[config.mk]
export PLATFORM = sky130hd
export DESIGN_NAME = daily_light_budget_controller_unit_flat
export DESIGN_NICKNAME = d
export VERILOG_FILES = /design/src/design/dlb_pkg.sv /design/src/design/dlb_if.sv /design/src/design/daily_light_budget_controller_unit.sv /design/src/design/dlb_cfg.sv /design/src/design/dlb_front.sv /design/src/design/dlb_div.sv /design/src/design/dlb_count.sv /design/src/flat_wrapper.sv
export SDC_FILE = /design/constraint.sdc
export NUM_CORES = 2
export LEC_CHECK = 0
export BUFFER_PORTS_ARGS = -buffer_cell sky130_fd_sc_hd__buf_2
export CORE_ASPECT_RATIO = 1.5
export CORE_MARGIN = 1.5
export CORE_UTILIZATION = 45
export DETAILED_ROUTE_END_ITERATION = 6
export HOLD_SLACK_MARGIN = 0.12
export PLACE_DENSITY_LB_ADDON = 0.2
export RECOVER_POWER = 25
export SKIP_LAST_GASP = 1
export SYNTH_ARGS = -nofsm -noshare
export SYNTH_HDL_FRONTEND = slang
export SYNTH_SLANG_ARGS = --single-unit
[constraint.sdc]
create_clock -name clk -period 8.2 [get_ports clk]
set_input_delay 1.64 -clock clk [delete_from_list [all_inputs] [get_ports clk]]
set_output_delay 1.64 -clock clk [all_outputs]
set_load 0.005 [all_outputs]
[src/design/dlb_pkg.sv]
// Package: widths, constants and shared types of the daily light budget controller.
`timescale 1ns / 1ps
package dlb_pkg;

	localparam int COUNT_BITS_DEF = 18;

	localparam int THRESH_W   = 7;
	localparam int HOUR_W     = 5;
	localparam int MIN_W      = 17;
	localparam int DOY_W      = 9;
	localparam int LEVEL_W    = 7;
	localparam int MS_W       = 32;
	localparam int NAT_W      = 18;
	localparam int TOTAL_W    = 19;
	localparam int CFG_IDX_W  = 2;
	localparam int CFG_DATA_W = 17;

	// ms to whole seconds: floor(x / 1000) == (x * RECIP) >> 38 for any 32-bit x
	localparam int RECIP_W  = 29;
	localparam int MS_SHIFT = 38;
	localparam int SECS_W   = MS_W + RECIP_W - MS_SHIFT;
	localparam logic [RECIP_W-1:0] MS_RECIP = 29'd274877907;

	localparam logic [DOY_W-1:0] DAY_WRAP = 9'd365;
	localparam logic [DOY_W-1:0] DAY_NONE = 9'd511;

	localparam logic [THRESH_W-1:0] THRESH_RST = 7'd50;
	localparam logic [HOUR_W-1:0]   START_RST  = 5'd6;
	localparam logic [MIN_W-1:0]    MIN_RST    = 17'd43200;

	typedef enum logic [CFG_IDX_W-1:0] {
		CFG_THRESH = 2'd0,
		CFG_START  = 2'd1,
		CFG_MIN    = 2'd2
	} cfg_idx_t;

	typedef struct packed {
		logic [THRESH_W-1:0] thresh;
		logic [HOUR_W-1:0]   start_hour;
		logic [MIN_W-1:0]    min_secs;
	} cfg_t;

	typedef struct packed {
		logic            time_ok;
		logic            is_day;
		logic            light_ok;
		logic            bright;
		logic            clear;
		logic [MS_W-1:0] elapsed;
	} front_t;

	typedef struct packed {
		logic              time_ok;
		logic              is_day;
		logic              light_ok;
		logic              bright;
		logic              clear;
		logic [SECS_W-1:0] secs;
	} tick_t;

endpackage

[src/design/dlb_if.sv]
// Interfaces: tick input, result output and configuration write channels.
`timescale 1ns / 1ps
interface dlb_in_if;
	logic                         valid;
	logic                         ready;
	logic                         time_ok;
	logic [dlb_pkg::DOY_W-1:0]    day_of_year;
	logic [dlb_pkg::HOUR_W-1:0]   hour_of_day;
	logic                         is_day;
	logic                         light_ok;
	logic [dlb_pkg::LEVEL_W-1:0]  light_level;
	logic [dlb_pkg::MS_W-1:0]     now_ms;

	modport source (output valid, time_ok, day_of_year, hour_of_day, is_day, light_ok,
		light_level, now_ms, input ready);
	modport sink (input valid, time_ok, day_of_year, hour_of_day, is_day, light_ok,
		light_level, now_ms, output ready);
endinterface

interface dlb_out_if;
	logic                         valid;
	logic                         ready;
	logic                         lamp_on;
	logic [dlb_pkg::NAT_W-1:0]    natural_secs;
	logic [dlb_pkg::NAT_W-1:0]    supplement_secs;
	logic [dlb_pkg::TOTAL_W-1:0]  total_secs;
	logic                         clock_ok;

	modport source (output valid, lamp_on, natural_secs, supplement_secs, total_secs,
		clock_ok, input ready);
	modport sink (input valid, lamp_on, natural_secs, supplement_secs, total_secs,
		clock_ok, output ready);
endinterface

interface dlb_cfg_if;
	logic                           valid;
	logic                           ready;
	logic [dlb_pkg::CFG_IDX_W-1:0]  index;
	logic [dlb_pkg::CFG_DATA_W-1:0] data;

	modport source (output valid, index, data, input ready);
	modport sink (input valid, index, data, output ready);
endinterface

[src/design/daily_light_budget_controller_unit.sv]
// Top level of the daily light budget controller.
//
//   channel    dir  handshake       carries
//   item_in    in   valid/ready     time_ok, day_of_year, hour_of_day, is_day,
//                                   light_ok, light_level, now_ms
//   item_out   out  valid/ready     lamp_on, natural_secs, supplement_secs,
//                                   total_secs, clock_ok
//   cfg_wr     in   valid/ready     index, data (always ready)
//
// From accept to result an item passes the input register, the seconds multiply and the counter update.
// One item per cycle sustained while item_out is ready; the counter/LED update feeds back from its own registers.
// Reset clears counters, stamp, day key and LED, and loads config defaults.
// A stall on item_out holds the result and backs up through the stages to item_in.ready.
`timescale 1ns / 1ps
module daily_light_budget_controller_unit #(
	parameter int COUNT_BITS = dlb_pkg::COUNT_BITS_DEF
) (
	input  logic        clk,
	input  logic        arst_n,
	dlb_in_if.sink      item_in,
	dlb_out_if.source   item_out,
	dlb_cfg_if.sink     cfg_wr
);
	dlb_pkg::cfg_t   cfg;
	logic            valid_s1;
	dlb_pkg::front_t front_s1;
	logic            div_ready;
	logic            valid_s2;
	dlb_pkg::tick_t  tick_s2;
	logic            cnt_ready;

	dlb_cfg u_cfg (
		.clk    (clk),
		.arst_n (arst_n),
		.cfg_wr (cfg_wr),
		.cfg    (cfg)
	);

	dlb_front u_front (
		.clk        (clk),
		.arst_n     (arst_n),
		.item_in    (item_in),
		.cfg        (cfg),
		.down_ready (div_ready),
		.valid_s1   (valid_s1),
		.front_s1   (front_s1)
	);

	dlb_div u_div (
		.clk        (clk),
		.arst_n     (arst_n),
		.valid_s1   (valid_s1),
		.front_s1   (front_s1),
		.down_ready (cnt_ready),
		.up_ready   (div_ready),
		.valid_s2   (valid_s2),
		.tick_s2    (tick_s2)
	);

	dlb_count #(
		.COUNT_BITS (COUNT_BITS)
	) u_count (
		.clk      (clk),
		.arst_n   (arst_n),
		.valid_s2 (valid_s2),
		.tick_s2  (tick_s2),
		.cfg      (cfg),
		.up_ready (cnt_ready),
		.item_out (item_out)
	);
endmodule

[src/design/dlb_cfg.sv]
// Configuration register file: threshold, day start hour, minimum light seconds.
`timescale 1ns / 1ps
module dlb_cfg (
	input  logic            clk,
	input  logic            arst_n,
	dlb_cfg_if.sink         cfg_wr,
	output dlb_pkg::cfg_t   cfg
);
	dlb_pkg::cfg_t cfg_q;

	assign cfg_wr.ready = 1'b1;
	assign cfg = cfg_q;

	always_ff @(posedge clk or negedge arst_n) begin
		if (!arst_n) begin
			cfg_q.thresh     <= dlb_pkg::THRESH_RST;
			cfg_q.start_hour <= dlb_pkg::START_RST;
			cfg_q.min_secs   <= dlb_pkg::MIN_RST;
		end else if (cfg_wr.valid) begin
			unique case (cfg_wr.index)
				dlb_pkg::CFG_THRESH: cfg_q.thresh     <= cfg_wr.data[dlb_pkg::THRESH_W-1:0];
				dlb_pkg::CFG_START:  cfg_q.start_hour <= cfg_wr.data[dlb_pkg::HOUR_W-1:0];
				dlb_pkg::CFG_MIN:    cfg_q.min_secs   <= cfg_wr.data[dlb_pkg::MIN_W-1:0];
				default: ;
			endcase
		end
	end
endmodule

[src/design/dlb_front.sv]
// Input stage: light-cycle day key, day change detect, ms stamp tracking, input register.
`timescale 1ns / 1ps
module dlb_front (
	input  logic             clk,
	input  logic             arst_n,
	dlb_in_if.sink           item_in,
	input  dlb_pkg::cfg_t    cfg,
	input  logic             down_ready,
	output logic             valid_s1,
	output dlb_pkg::front_t  front_s1
);
	logic [dlb_pkg::MS_W-1:0]  stamp_q;
	logic [dlb_pkg::DOY_W-1:0] day_q;
	logic                      seen_q;

	logic                      accept;
	logic [dlb_pkg::DOY_W-1:0] key;
	logic                      new_day;
	dlb_pkg::front_t           front_d;

	assign item_in.ready = !valid_s1 || down_ready;
	assign accept = item_in.valid && item_in.ready;

	always_comb begin
		if (item_in.hour_of_day < cfg.start_hour) begin
			key = (item_in.day_of_year == '0) ? dlb_pkg::DAY_WRAP
				: item_in.day_of_year - dlb_pkg::DOY_W'(1);
		end else begin
			key = item_in.day_of_year;
		end
		new_day = !seen_q || (key != day_q);

		front_d.time_ok  = item_in.time_ok;
		front_d.is_day   = item_in.is_day;
		front_d.light_ok = item_in.light_ok;
		front_d.bright   = item_in.light_ok && (item_in.light_level >= cfg.thresh);
		front_d.clear    = item_in.time_ok && new_day;
		// zero stamp only starts timing; a new day restarts it
		front_d.elapsed  = (item_in.time_ok && !new_day && stamp_q != '0)
			? item_in.now_ms - stamp_q : '0;
	end

	always_ff @(posedge clk or negedge arst_n) begin
		if (!arst_n) begin
			valid_s1 <= 1'b0;
			stamp_q  <= '0;
			day_q    <= dlb_pkg::DAY_NONE;
			seen_q   <= 1'b0;
		end else begin
			if (item_in.ready) begin
				valid_s1 <= item_in.valid;
			end
			if (accept && item_in.time_ok) begin
				stamp_q <= item_in.now_ms;
				day_q   <= key;
				seen_q  <= 1'b1;
			end
		end
	end

	always_ff @(posedge clk) begin
		if (accept) begin
			front_s1 <= front_d;
		end
	end
endmodule

[src/design/dlb_div.sv]
// Seconds stage: elapsed ms to whole seconds by reciprocal multiply, registered.
`timescale 1ns / 1ps
module dlb_div (
	input  logic             clk,
	input  logic             arst_n,
	input  logic             valid_s1,
	input  dlb_pkg::front_t  front_s1,
	input  logic             down_ready,
	output logic             up_ready,
	output logic             valid_s2,
	output dlb_pkg::tick_t   tick_s2
);
	localparam int PROD_W = dlb_pkg::MS_W + dlb_pkg::RECIP_W;

	logic [PROD_W-1:0] prod;
	dlb_pkg::tick_t    tick_d;

	assign up_ready = !valid_s2 || down_ready;

	assign prod = PROD_W'(front_s1.elapsed) * PROD_W'(dlb_pkg::MS_RECIP);

	always_comb begin
		tick_d.time_ok  = front_s1.time_ok;
		tick_d.is_day   = front_s1.is_day;
		tick_d.light_ok = front_s1.light_ok;
		tick_d.bright   = front_s1.bright;
		tick_d.clear    = front_s1.clear;
		tick_d.secs     = prod[dlb_pkg::MS_SHIFT +: dlb_pkg::SECS_W];
	end

	always_ff @(posedge clk or negedge arst_n) begin
		if (!arst_n) begin
			valid_s2 <= 1'b0;
		end else if (up_ready) begin
			valid_s2 <= valid_s1;
		end
	end

	always_ff @(posedge clk) begin
		if (up_ready && valid_s1) begin
			tick_s2 <= tick_d;
		end
	end
endmodule

[src/design/dlb_count.sv]
// Counter stage: saturating light counters, LED decision and result register.
`timescale 1ns / 1ps
module dlb_count #(
	parameter int COUNT_BITS = dlb_pkg::COUNT_BITS_DEF
) (
	input  logic            clk,
	input  logic            arst_n,
	input  logic            valid_s2,
	input  dlb_pkg::tick_t  tick_s2,
	input  dlb_pkg::cfg_t   cfg,
	output logic            up_ready,
	dlb_out_if.source       item_out
);
	localparam int SUM_W = ((COUNT_BITS > dlb_pkg::SECS_W) ? COUNT_BITS : dlb_pkg::SECS_W) + 1;
	localparam logic [COUNT_BITS-1:0] CNT_MAX = {COUNT_BITS{1'b1}};

	logic                  out_valid_q;
	logic [COUNT_BITS-1:0] nat_q;
	logic [COUNT_BITS-1:0] sup_q;
	logic [COUNT_BITS:0]   total_q;
	logic                  lamp_q;
	logic                  clock_q;

	logic                  advance;
	logic [COUNT_BITS-1:0] nat_base;
	logic [COUNT_BITS-1:0] sup_base;
	logic [SUM_W-1:0]      nat_sum;
	logic [SUM_W-1:0]      sup_sum;
	logic [COUNT_BITS-1:0] nat_d;
	logic [COUNT_BITS-1:0] sup_d;
	logic [COUNT_BITS:0]   total_d;
	logic                  lamp_d;

	assign up_ready = !out_valid_q || item_out.ready;
	assign advance  = up_ready && valid_s2;

	always_comb begin
		nat_base = tick_s2.clear ? '0 : nat_q;
		sup_base = tick_s2.clear ? '0 : sup_q;
		nat_sum  = SUM_W'(nat_base) + SUM_W'(tick_s2.secs);
		sup_sum  = SUM_W'(sup_base) + SUM_W'(tick_s2.secs);

		nat_d = nat_base;
		if (tick_s2.is_day && tick_s2.bright) begin
			nat_d = (nat_sum > SUM_W'(CNT_MAX)) ? CNT_MAX : COUNT_BITS'(nat_sum);
		end
		// supplemental time uses the LED state from before this item
		sup_d = sup_base;
		if (lamp_q) begin
			sup_d = (sup_sum > SUM_W'(CNT_MAX)) ? CNT_MAX : COUNT_BITS'(sup_sum);
		end
		total_d = (COUNT_BITS + 1)'(nat_d) + (COUNT_BITS + 1)'(sup_d);

		priority if (!tick_s2.light_ok) begin
			lamp_d = lamp_q;
		end else if (!tick_s2.time_ok) begin
			lamp_d = 1'b0;
		end else if (tick_s2.is_day) begin
			lamp_d = !tick_s2.bright;
		end else begin
			lamp_d = total_d < (COUNT_BITS + 1)'(cfg.min_secs);
		end
	end

	always_ff @(posedge clk or negedge arst_n) begin
		if (!arst_n) begin
			out_valid_q <= 1'b0;
			nat_q       <= '0;
			sup_q       <= '0;
			total_q     <= '0;
			lamp_q      <= 1'b0;
			clock_q     <= 1'b0;
		end else begin
			if (up_ready) begin
				out_valid_q <= valid_s2;
			end
			if (advance) begin
				nat_q   <= nat_d;
				sup_q   <= sup_d;
				total_q <= total_d;
				lamp_q  <= lamp_d;
				clock_q <= tick_s2.time_ok;
			end
		end
	end

	assign item_out.valid           = out_valid_q;
	assign item_out.lamp_on         = lamp_q;
	assign item_out.natural_secs    = dlb_pkg::NAT_W'(nat_q);
	assign item_out.supplement_secs = dlb_pkg::NAT_W'(sup_q);
	assign item_out.total_secs      = dlb_pkg::TOTAL_W'(total_q);
	assign item_out.clock_ok        = clock_q;
endmodule
[src/flat_wrapper.sv]
// flat-port wrapper written by rule: the top's interface ports become plain ports
module daily_light_budget_controller_unit_flat 
#(
	parameter int COUNT_BITS = dlb_pkg::COUNT_BITS_DEF
)
  (clk, arst_n, item_in_valid, item_in_time_ok, item_in_day_of_year, item_in_hour_of_day, item_in_is_day, item_in_light_ok, item_in_light_level, item_in_now_ms, item_in_ready, item_out_valid, item_out_lamp_on, item_out_natural_secs, item_out_supplement_secs, item_out_total_secs, item_out_clock_ok, item_out_ready, cfg_wr_valid, cfg_wr_index, cfg_wr_data, cfg_wr_ready);
  dlb_in_if item_in_i ();
  dlb_out_if item_out_i ();
  dlb_cfg_if cfg_wr_i ();
  input  logic clk;
  input  logic arst_n;
  input wire logic [$bits(item_in_i.valid)-1:0] item_in_valid;
  input wire logic [$bits(item_in_i.time_ok)-1:0] item_in_time_ok;
  input wire logic [$bits(item_in_i.day_of_year)-1:0] item_in_day_of_year;
  input wire logic [$bits(item_in_i.hour_of_day)-1:0] item_in_hour_of_day;
  input wire logic [$bits(item_in_i.is_day)-1:0] item_in_is_day;
  input wire logic [$bits(item_in_i.light_ok)-1:0] item_in_light_ok;
  input wire logic [$bits(item_in_i.light_level)-1:0] item_in_light_level;
  input wire logic [$bits(item_in_i.now_ms)-1:0] item_in_now_ms;
  output wire logic [$bits(item_in_i.ready)-1:0] item_in_ready;
  output wire logic [$bits(item_out_i.valid)-1:0] item_out_valid;
  output wire logic [$bits(item_out_i.lamp_on)-1:0] item_out_lamp_on;
  output wire logic [$bits(item_out_i.natural_secs)-1:0] item_out_natural_secs;
  output wire logic [$bits(item_out_i.supplement_secs)-1:0] item_out_supplement_secs;
  output wire logic [$bits(item_out_i.total_secs)-1:0] item_out_total_secs;
  output wire logic [$bits(item_out_i.clock_ok)-1:0] item_out_clock_ok;
  input wire logic [$bits(item_out_i.ready)-1:0] item_out_ready;
  input wire logic [$bits(cfg_wr_i.valid)-1:0] cfg_wr_valid;
  input wire logic [$bits(cfg_wr_i.index)-1:0] cfg_wr_index;
  input wire logic [$bits(cfg_wr_i.data)-1:0] cfg_wr_data;
  output wire logic [$bits(cfg_wr_i.ready)-1:0] cfg_wr_ready;
  assign item_in_i.valid = item_in_valid;
  assign item_in_i.time_ok = item_in_time_ok;
  assign item_in_i.day_of_year = item_in_day_of_year;
  assign item_in_i.hour_of_day = item_in_hour_of_day;
  assign item_in_i.is_day = item_in_is_day;
  assign item_in_i.light_ok = item_in_light_ok;
  assign item_in_i.light_level = item_in_light_level;
  assign item_in_i.now_ms = item_in_now_ms;
  assign item_in_ready = item_in_i.ready;
  assign item_out_valid = item_out_i.valid;
  assign item_out_lamp_on = item_out_i.lamp_on;
  assign item_out_natural_secs = item_out_i.natural_secs;
  assign item_out_supplement_secs = item_out_i.supplement_secs;
  assign item_out_total_secs = item_out_i.total_secs;
  assign item_out_clock_ok = item_out_i.clock_ok;
  assign item_out_i.ready = item_out_ready;
  assign cfg_wr_i.valid = cfg_wr_valid;
  assign cfg_wr_i.index = cfg_wr_index;
  assign cfg_wr_i.data = cfg_wr_data;
  assign cfg_wr_ready = cfg_wr_i.ready;
  daily_light_budget_controller_unit #(.COUNT_BITS(COUNT_BITS)) u_core (.clk(clk), .arst_n(arst_n), .item_in(item_in_i), .item_out(item_out_i), .cfg_wr(cfg_wr_i));
endmodule
# Word-level counts from Yosys, hierarchy flattened

Index checks and enable logic that the tools add are counted.

Order comparisons: 5
Multiply operators: 1
Mux-type cells: 10
Reduce and logical (&&, ||, !) cells: 26
Add/subtract/negate cells: 5
Eq/ne operators: 3

Operator list:

| cell                     | number |
|---|---|
| $mux W18                 | 6 |
| $mul A32 B29 Y61 const B | 1 |
| $add A18 B23 Y24         | 2 |
| $gt A24 B18 Y1 const B   | 2 |
| $reduce_bool A32 Y1      | 1 |
| $sub A32 B32 Y32         | 1 |
| $add A18 B18 Y19         | 1 |
| $lt A19 B17 Y1           | 1 |
| $mux W9                  | 2 |
| $logic_and A1 B1 Y1      | 9 |
| $logic_not A9 Y1         | 1 |
| $ne A9 B9 Y1             | 1 |
| $sub A9 B1 Y9 const B    | 1 |
| $reduce_and A2 Y1        | 4 |
| $ge A7 B7 Y1             | 1 |
| $logic_not A1 Y1         | 6 |
| $lt A5 B5 Y1             | 1 |
| $logic_or A1 B1 Y1       | 4 |
| $eq A2 B1 Y1 const B     | 1 |
| $eq A2 B2 Y1 const B     | 1 |
| $logic_not A2 Y1         | 1 |
| $mux W1                  | 2 |

Output and inout port bits: 60
Flip-flop bits (word level): 196
Logic and storage cells: 76
Input port bits: 80

# Longest topological paths before layout

Depth in word-level cells: 9
Mapped depth: 37
Mapped depth without buffers: 32

# Hierarchy

Synthesis repeated with hierarchy kept, for this count alone.

Cells, all modules: 3182
Area, all modules: 29773.6 µm²

Modules (own cells, without submodules):

| module    | seq. area each (µm²) | area an instance (µm²) | times used | cells each |
|---|---|---|---|---|
| dlb_div   | 865.8                | 15615.0                | 1          | 1552 |
| dlb_count | 1451.4               | 7568.5                 | 1          | 1020 |
| dlb_front | 2198.4               | 5418.9                 | 1          | 546 |
| dlb_cfg   | 738.2                | 1171.1                 | 1          | 64 |

# Least setup slack after synthesis

No wires, ideal clock.

Path kind: register to register
Start point: register, netlist name u_core.u_front.front_s1[16]
End point: register, netlist name u_core.u_div.tick_s2[19]
Setup slack: 881 ps
Period minus slack after synthesis: 7319 ps
Arrival: 7062 ps
Stages on the path, launching flop included: 26
Required time: 7942 ps
Cells stage by stage: edfxtp_1 -> ha_1 -> inv_1 -> fa_1 -> inv_1 -> fa_1 -> fa_1 -> fa_1 -> inv_1 -> fa_1 -> inv_1 -> fa_1 -> fa_1 -> ha_1 -> nand4_1 -> nor2_1 -> nand4_1 -> nor2_1 -> nand2_1 -> o22a_1 -> o41ai_1 -> a21oi_1 -> o21ai_0 -> a41oi_1 -> o21ba_2 -> xnor2_1

Cells in the longest elaborated chain, start to end: 1

Ends and longest elaborated chain:

| what                            | RTL line      | source |
|---|---|---|
| $mul A32 B29 Y61                | dlb_div.sv:20 | `assign prod = PROD_W'(front_s1.elapsed) * PROD_W'(dlb_pkg::MS_RECIP);` |
| named net u_core.u_div.prod[57] | dlb_div.sv:15 | `logic [PROD_W-1:0] prod;` |

The timed path passes the listed nets, and every way through them passes these cells.
A chain may end at the register's enable or synchronous reset.

# Worst setup path in the final report

Start point: register, netlist name u_core.u_front.front_s1[12]
End point: register, netlist name u_core.u_div.tick_s2[19]

Cells in the longest elaborated chain, start to end: 1

Ends and longest elaborated chain:

| what                            | RTL line |
|---|---|
| $mul A32 B29 Y61                | dlb_div.sv:20 |
| named net u_core.u_div.prod[57] | dlb_div.sv:15 |

The timed path passes the listed nets, and every way through them passes these cells.

==> impl_metrics.yaml <==
clocking:
  clock_sink_count: 196
  number_of_buffers_created_by_cts: 17
  ctsHtreeMaxLevel: 4
  cts_post_setup_buffers_inserted: 0
  clkSlewWorstSetupHoldPaths_ns: 0.08
  tritoncts_clock_tree: "done"
  clock_path_buffers: 2
  cts.root.buffer_cell: "sky130_fd_sc_hd__clkbuf_16"
  insertion_delay_ns: 0.50
sta:
  setup_viol: 0
  slew_headroom_pct: -113.6
  layout_min_cycle_time_ns: 7.891
  timing_max_transition_violations_final: 134
  layout_worst_path_cycle_share_pct: 96.23
  worst-slew-pin-transition_ns: 3.204
  fmax_mhz: 126.7
  setup-tns-final_ns: 0
  hold_viol_final: 0
  timing.clock.skew_ns: 0.02435
logic_synthesis:
  synth-edff-count: 65
  synth_fp_nets: 3642
  synthFlopType: "sky130_fd_sc_hd__dfrtp_1"
  yosys.area.top_type_share_pct: 22.08
  yosys-top-cells-area: "sky130_fd_sc_hd__ha_1, sky130_fd_sc_hd__fa_1, sky130_fd_sc_hd__dfrtp_1, sky130_fd_sc_hd__inv_1, sky130_fd_sc_hd__edfxtp_1"
  synth_seq_cells: 196
  async_flop_share_pct: 66.84
  synth_largest_area_cell: "sky130_fd_sc_hd__ha_1"
  synth.distinct_cells: 88
  mappedNetlistArea_mm2: 0.02748
  yosys.cell_count.top_type: "sky130_fd_sc_hd__inv_1"
  postSynthAreaPerCell_um2: 9.902
  synth-seq-area-share_pct: 19.12
  netlist_instances: 2775
  netlist_top_cells_count: "sky130_fd_sc_hd__inv_1, sky130_fd_sc_hd__ha_1, sky130_fd_sc_hd__fa_1"
  yosys_warnings: 0
detailed_routing:
  via_density: 5.383
  routed-via-count: 20121
  finalWirelength_um: 74760
  drt_iter0_markers: 976
  routed_wire_length_per_instance_um: 20.00
  drcViolationCount: 0
  drtAntennaViolNets: 0
  first_pass_iters: 5
final_layout:
  areaGrowthSynthToFinish_pct: 9.257
  count_of_fill_cells_added_during_filler_insertion: 5567
  drive_above_1_share_pct: 12.56
  nNetsFinal: 3807
power:
  power_uw: 13080
  power_share_of_the_sequential_group_pct: 13.6
  power.share.combinational_pct: 79.7
  switchingPower_uw: 6761
  design_internal_power_uw: 6321
  sw_frac_of_total_pct: 51.68
  leakagePower_uw: 0.01572
  clkPwrFrac_pct: 6.7
  power_density_mw_per_mm2: 435.8
  peakVddDrop_v: 0.0004402
global_route:
  antenna_found_initial: 1
  gr-usage-met3_pct: 2.964
  pin_count_of_the_biggest_net_entering_global_routing: 75
  groute.layer.met1.usage_pct: 25.97
  first_global_vias: 22198
  global_route.usage.met2_pct: 48.25
  total_routing_usage_gr_pct: 25.05
  grt_overflow: 0
  highest_utilization_routing_layer_at_the_global_route_stage: "met2"
  global_route_wire_length_before_repair_um: 119200
die:
  die_area_mm2: 0.06258
  floorplan.rows: 110
  die_span_y_um: 305.6
  chipWidth_um: 204.8
  placeable_area_mm2: 0.06015
  top_level_pins: 140
  floorplan.initialDensity_pct: 45.69
placed_design:
  dp_hpwl_um: 64100
  gpl.final_weighted_congestion: 0.9580
  io_buffers: 138
run:
  cap_viol_max_count: 2
hold_path:
  min-delay-path-class: "reg2reg"
setup_path:
  worst_ep_arrival_time_ns: 8.13
  critical_path_class: "reg2reg"
  critical_path_peak_fanout: 6
  cp_data_required_time_ns: 8.44
  cp_launch_type: "register"
  worstSetupEndpointType: "register"
run_status:
  run_status: "complete, but fails checks"
  failed_checks: "capacitance limit, slew limit"
-- flip-flops by register name, indices dropped and copies added, names as in the netlist, 9 cells and up --
name	cells
u_core.u_front.day_q	9
u_core.u_front.stamp_q	32
u_core.u_cfg.cfg	29
u_core.u_front.front_s1	37
u_core.u_div.tick_s2	28
u_core.u_count.item_out.total_secs	19
u_core.u_count.item_out.natural_secs	18
u_core.u_count.item_out.supplement_secs	18
-- placed cells by master, fill, tap and decap left out, drive strengths merged, types with 46 or more instances in the layout --
cell type / count
inv: 635
ha: 485
fa: 302
buf: 198
dfrtp: 112
nor2: 110
mux2: 102
a21oi: 99
nand2: 91
o21ai: 81
a21o: 72
xnor2: 69
edfxtp: 65
nor2b: 50
xor2: 46
-- path summary, 6_finish.rpt --
kind | startpoint | end | slack (ns) | cells after the start
min in group asynchronous | arst_n | u_core.u_count.item_out.total_secs[5] | 2.19 | 1
max in group asynchronous | arst_n | u_core.u_count.item_out.supplement_secs[12] | 2.74 | 2
max reg2reg | u_core.u_front.front_s1[12] | u_core.u_div.tick_s2[19] | 0.31 | 27
min | u_core.u_front.front_s1[32] | u_core.u_div.tick_s2[23] | 0.43 | 0
max | u_core.u_front.front_s1[12] | u_core.u_div.tick_s2[19] | 0.31 | 27
min reg2reg | u_core.u_front.front_s1[32] | u_core.u_div.tick_s2[23] | 0.43 | 0
-- cells by family (layout without fill, tap and decap cells) --
logic type               after synthesis  count (layout)  synth area share (%)
AND/OR/NAND/NOR                      451             451                 8.488
AO/OA/AOI/OAI                        420             420                 10.37
other                                  1               2               0.01365
multiplexers                         108             108                 4.399
flip-flops                           196             196                 19.12
buffers and inverters                689             867                 9.562
XOR/XNOR                             115             115                 3.666
adder cells (fa/ha/maj)              795             795                 44.38
-- per-layer routing --
layer  up-vias  share of wire [%]
met3       175                2.5
met2       409                 55
met1     10001                 37
met4         0                5.7
met5         -                  0
li1       9536                  -
-- area by class of cell --
cell class | count | area, µm² | share of cell area [%]
inverter | 629 | 2361 | 7.864
antenna | 1 | 2.502 | 0.008335
clock inverter | 14 | 181.4 | 0.6043
multi-input combinational | 1890 | 19620 | 65.34
clock buffer | 18 | 429.2 | 1.430
tap | 784 | 980.9 | 3.267
sequential | 196 | 5254 | 17.50
timing repair buffer | 206 | 1197 | 3.989
-- critical path, stage by stage, from the launching register on --
cell and delay [ns]:
sky130_fd_sc_hd__edfxtp_1 0.65, sky130_fd_sc_hd__buf_4 0.32, sky130_fd_sc_hd__ha_1 0.31, sky130_fd_sc_hd__inv_1 0.06
sky130_fd_sc_hd__fa_1 0.35, sky130_fd_sc_hd__inv_1 0.08, sky130_fd_sc_hd__fa_1 0.42, sky130_fd_sc_hd__fa_1 0.52
sky130_fd_sc_hd__inv_1 0.05, sky130_fd_sc_hd__fa_1 0.50, sky130_fd_sc_hd__inv_1 0.05, sky130_fd_sc_hd__fa_1 0.48
sky130_fd_sc_hd__fa_1 0.50, sky130_fd_sc_hd__fa_1 0.44, sky130_fd_sc_hd__ha_1 0.33, sky130_fd_sc_hd__a21o_1 0.12
sky130_fd_sc_hd__a21o_1 0.10, sky130_fd_sc_hd__a21oi_1 0.06, sky130_fd_sc_hd__nor4_1 0.38, sky130_fd_sc_hd__a2111oi_1 0.12
sky130_fd_sc_hd__o21a_1 0.15, sky130_fd_sc_hd__o41a_1 0.44, sky130_fd_sc_hd__o41ai_2 0.12, sky130_fd_sc_hd__a21oi_1 0.17
sky130_fd_sc_hd__o21ai_1 0.32, sky130_fd_sc_hd__a41oi_1 0.21, sky130_fd_sc_hd__o21ba_2 0.24, sky130_fd_sc_hd__xnor2_1 0.13
-- power by group through the flow --
stage	Combinational (µW)	Clock (µW)	Sequential [µW]
3_3_place_gp	10100	0	1770
5_1_grt	11700	942	1810
4_1_cts	10500	909	1770
6_report	10400	880	1770
2_1_floorplan	7300	0	1600
3_5_place_dp	10400	0	1790
-- stage by stage --
stage          util (%)  instances  hold slack (ns)  area [µm²]  setup slack [ns]
6_report          49.91       3738           0.4287       30020            0.3091
5_1_grt           49.91       3738           0.4499       30020        -0.0005373
4_1_cts           49.93       3737           0.4336       30030            0.1396
3_5_place_dp      48.91       3705           0.4144       29420            0.1456
3_3_place_gp      48.91       3705           0.4084       29420            0.2171
2_1_floorplan         -       2775           0.4003       27480            0.8806
-- repair_timing --
action,4_1_cts,5_1_grt
hold buffers,0,0
endpoints found under the setup margin,0,10
gates resized for setup,0,4
endpoints found under the hold margin,0,0
Power figures use the tool's default switching activity.
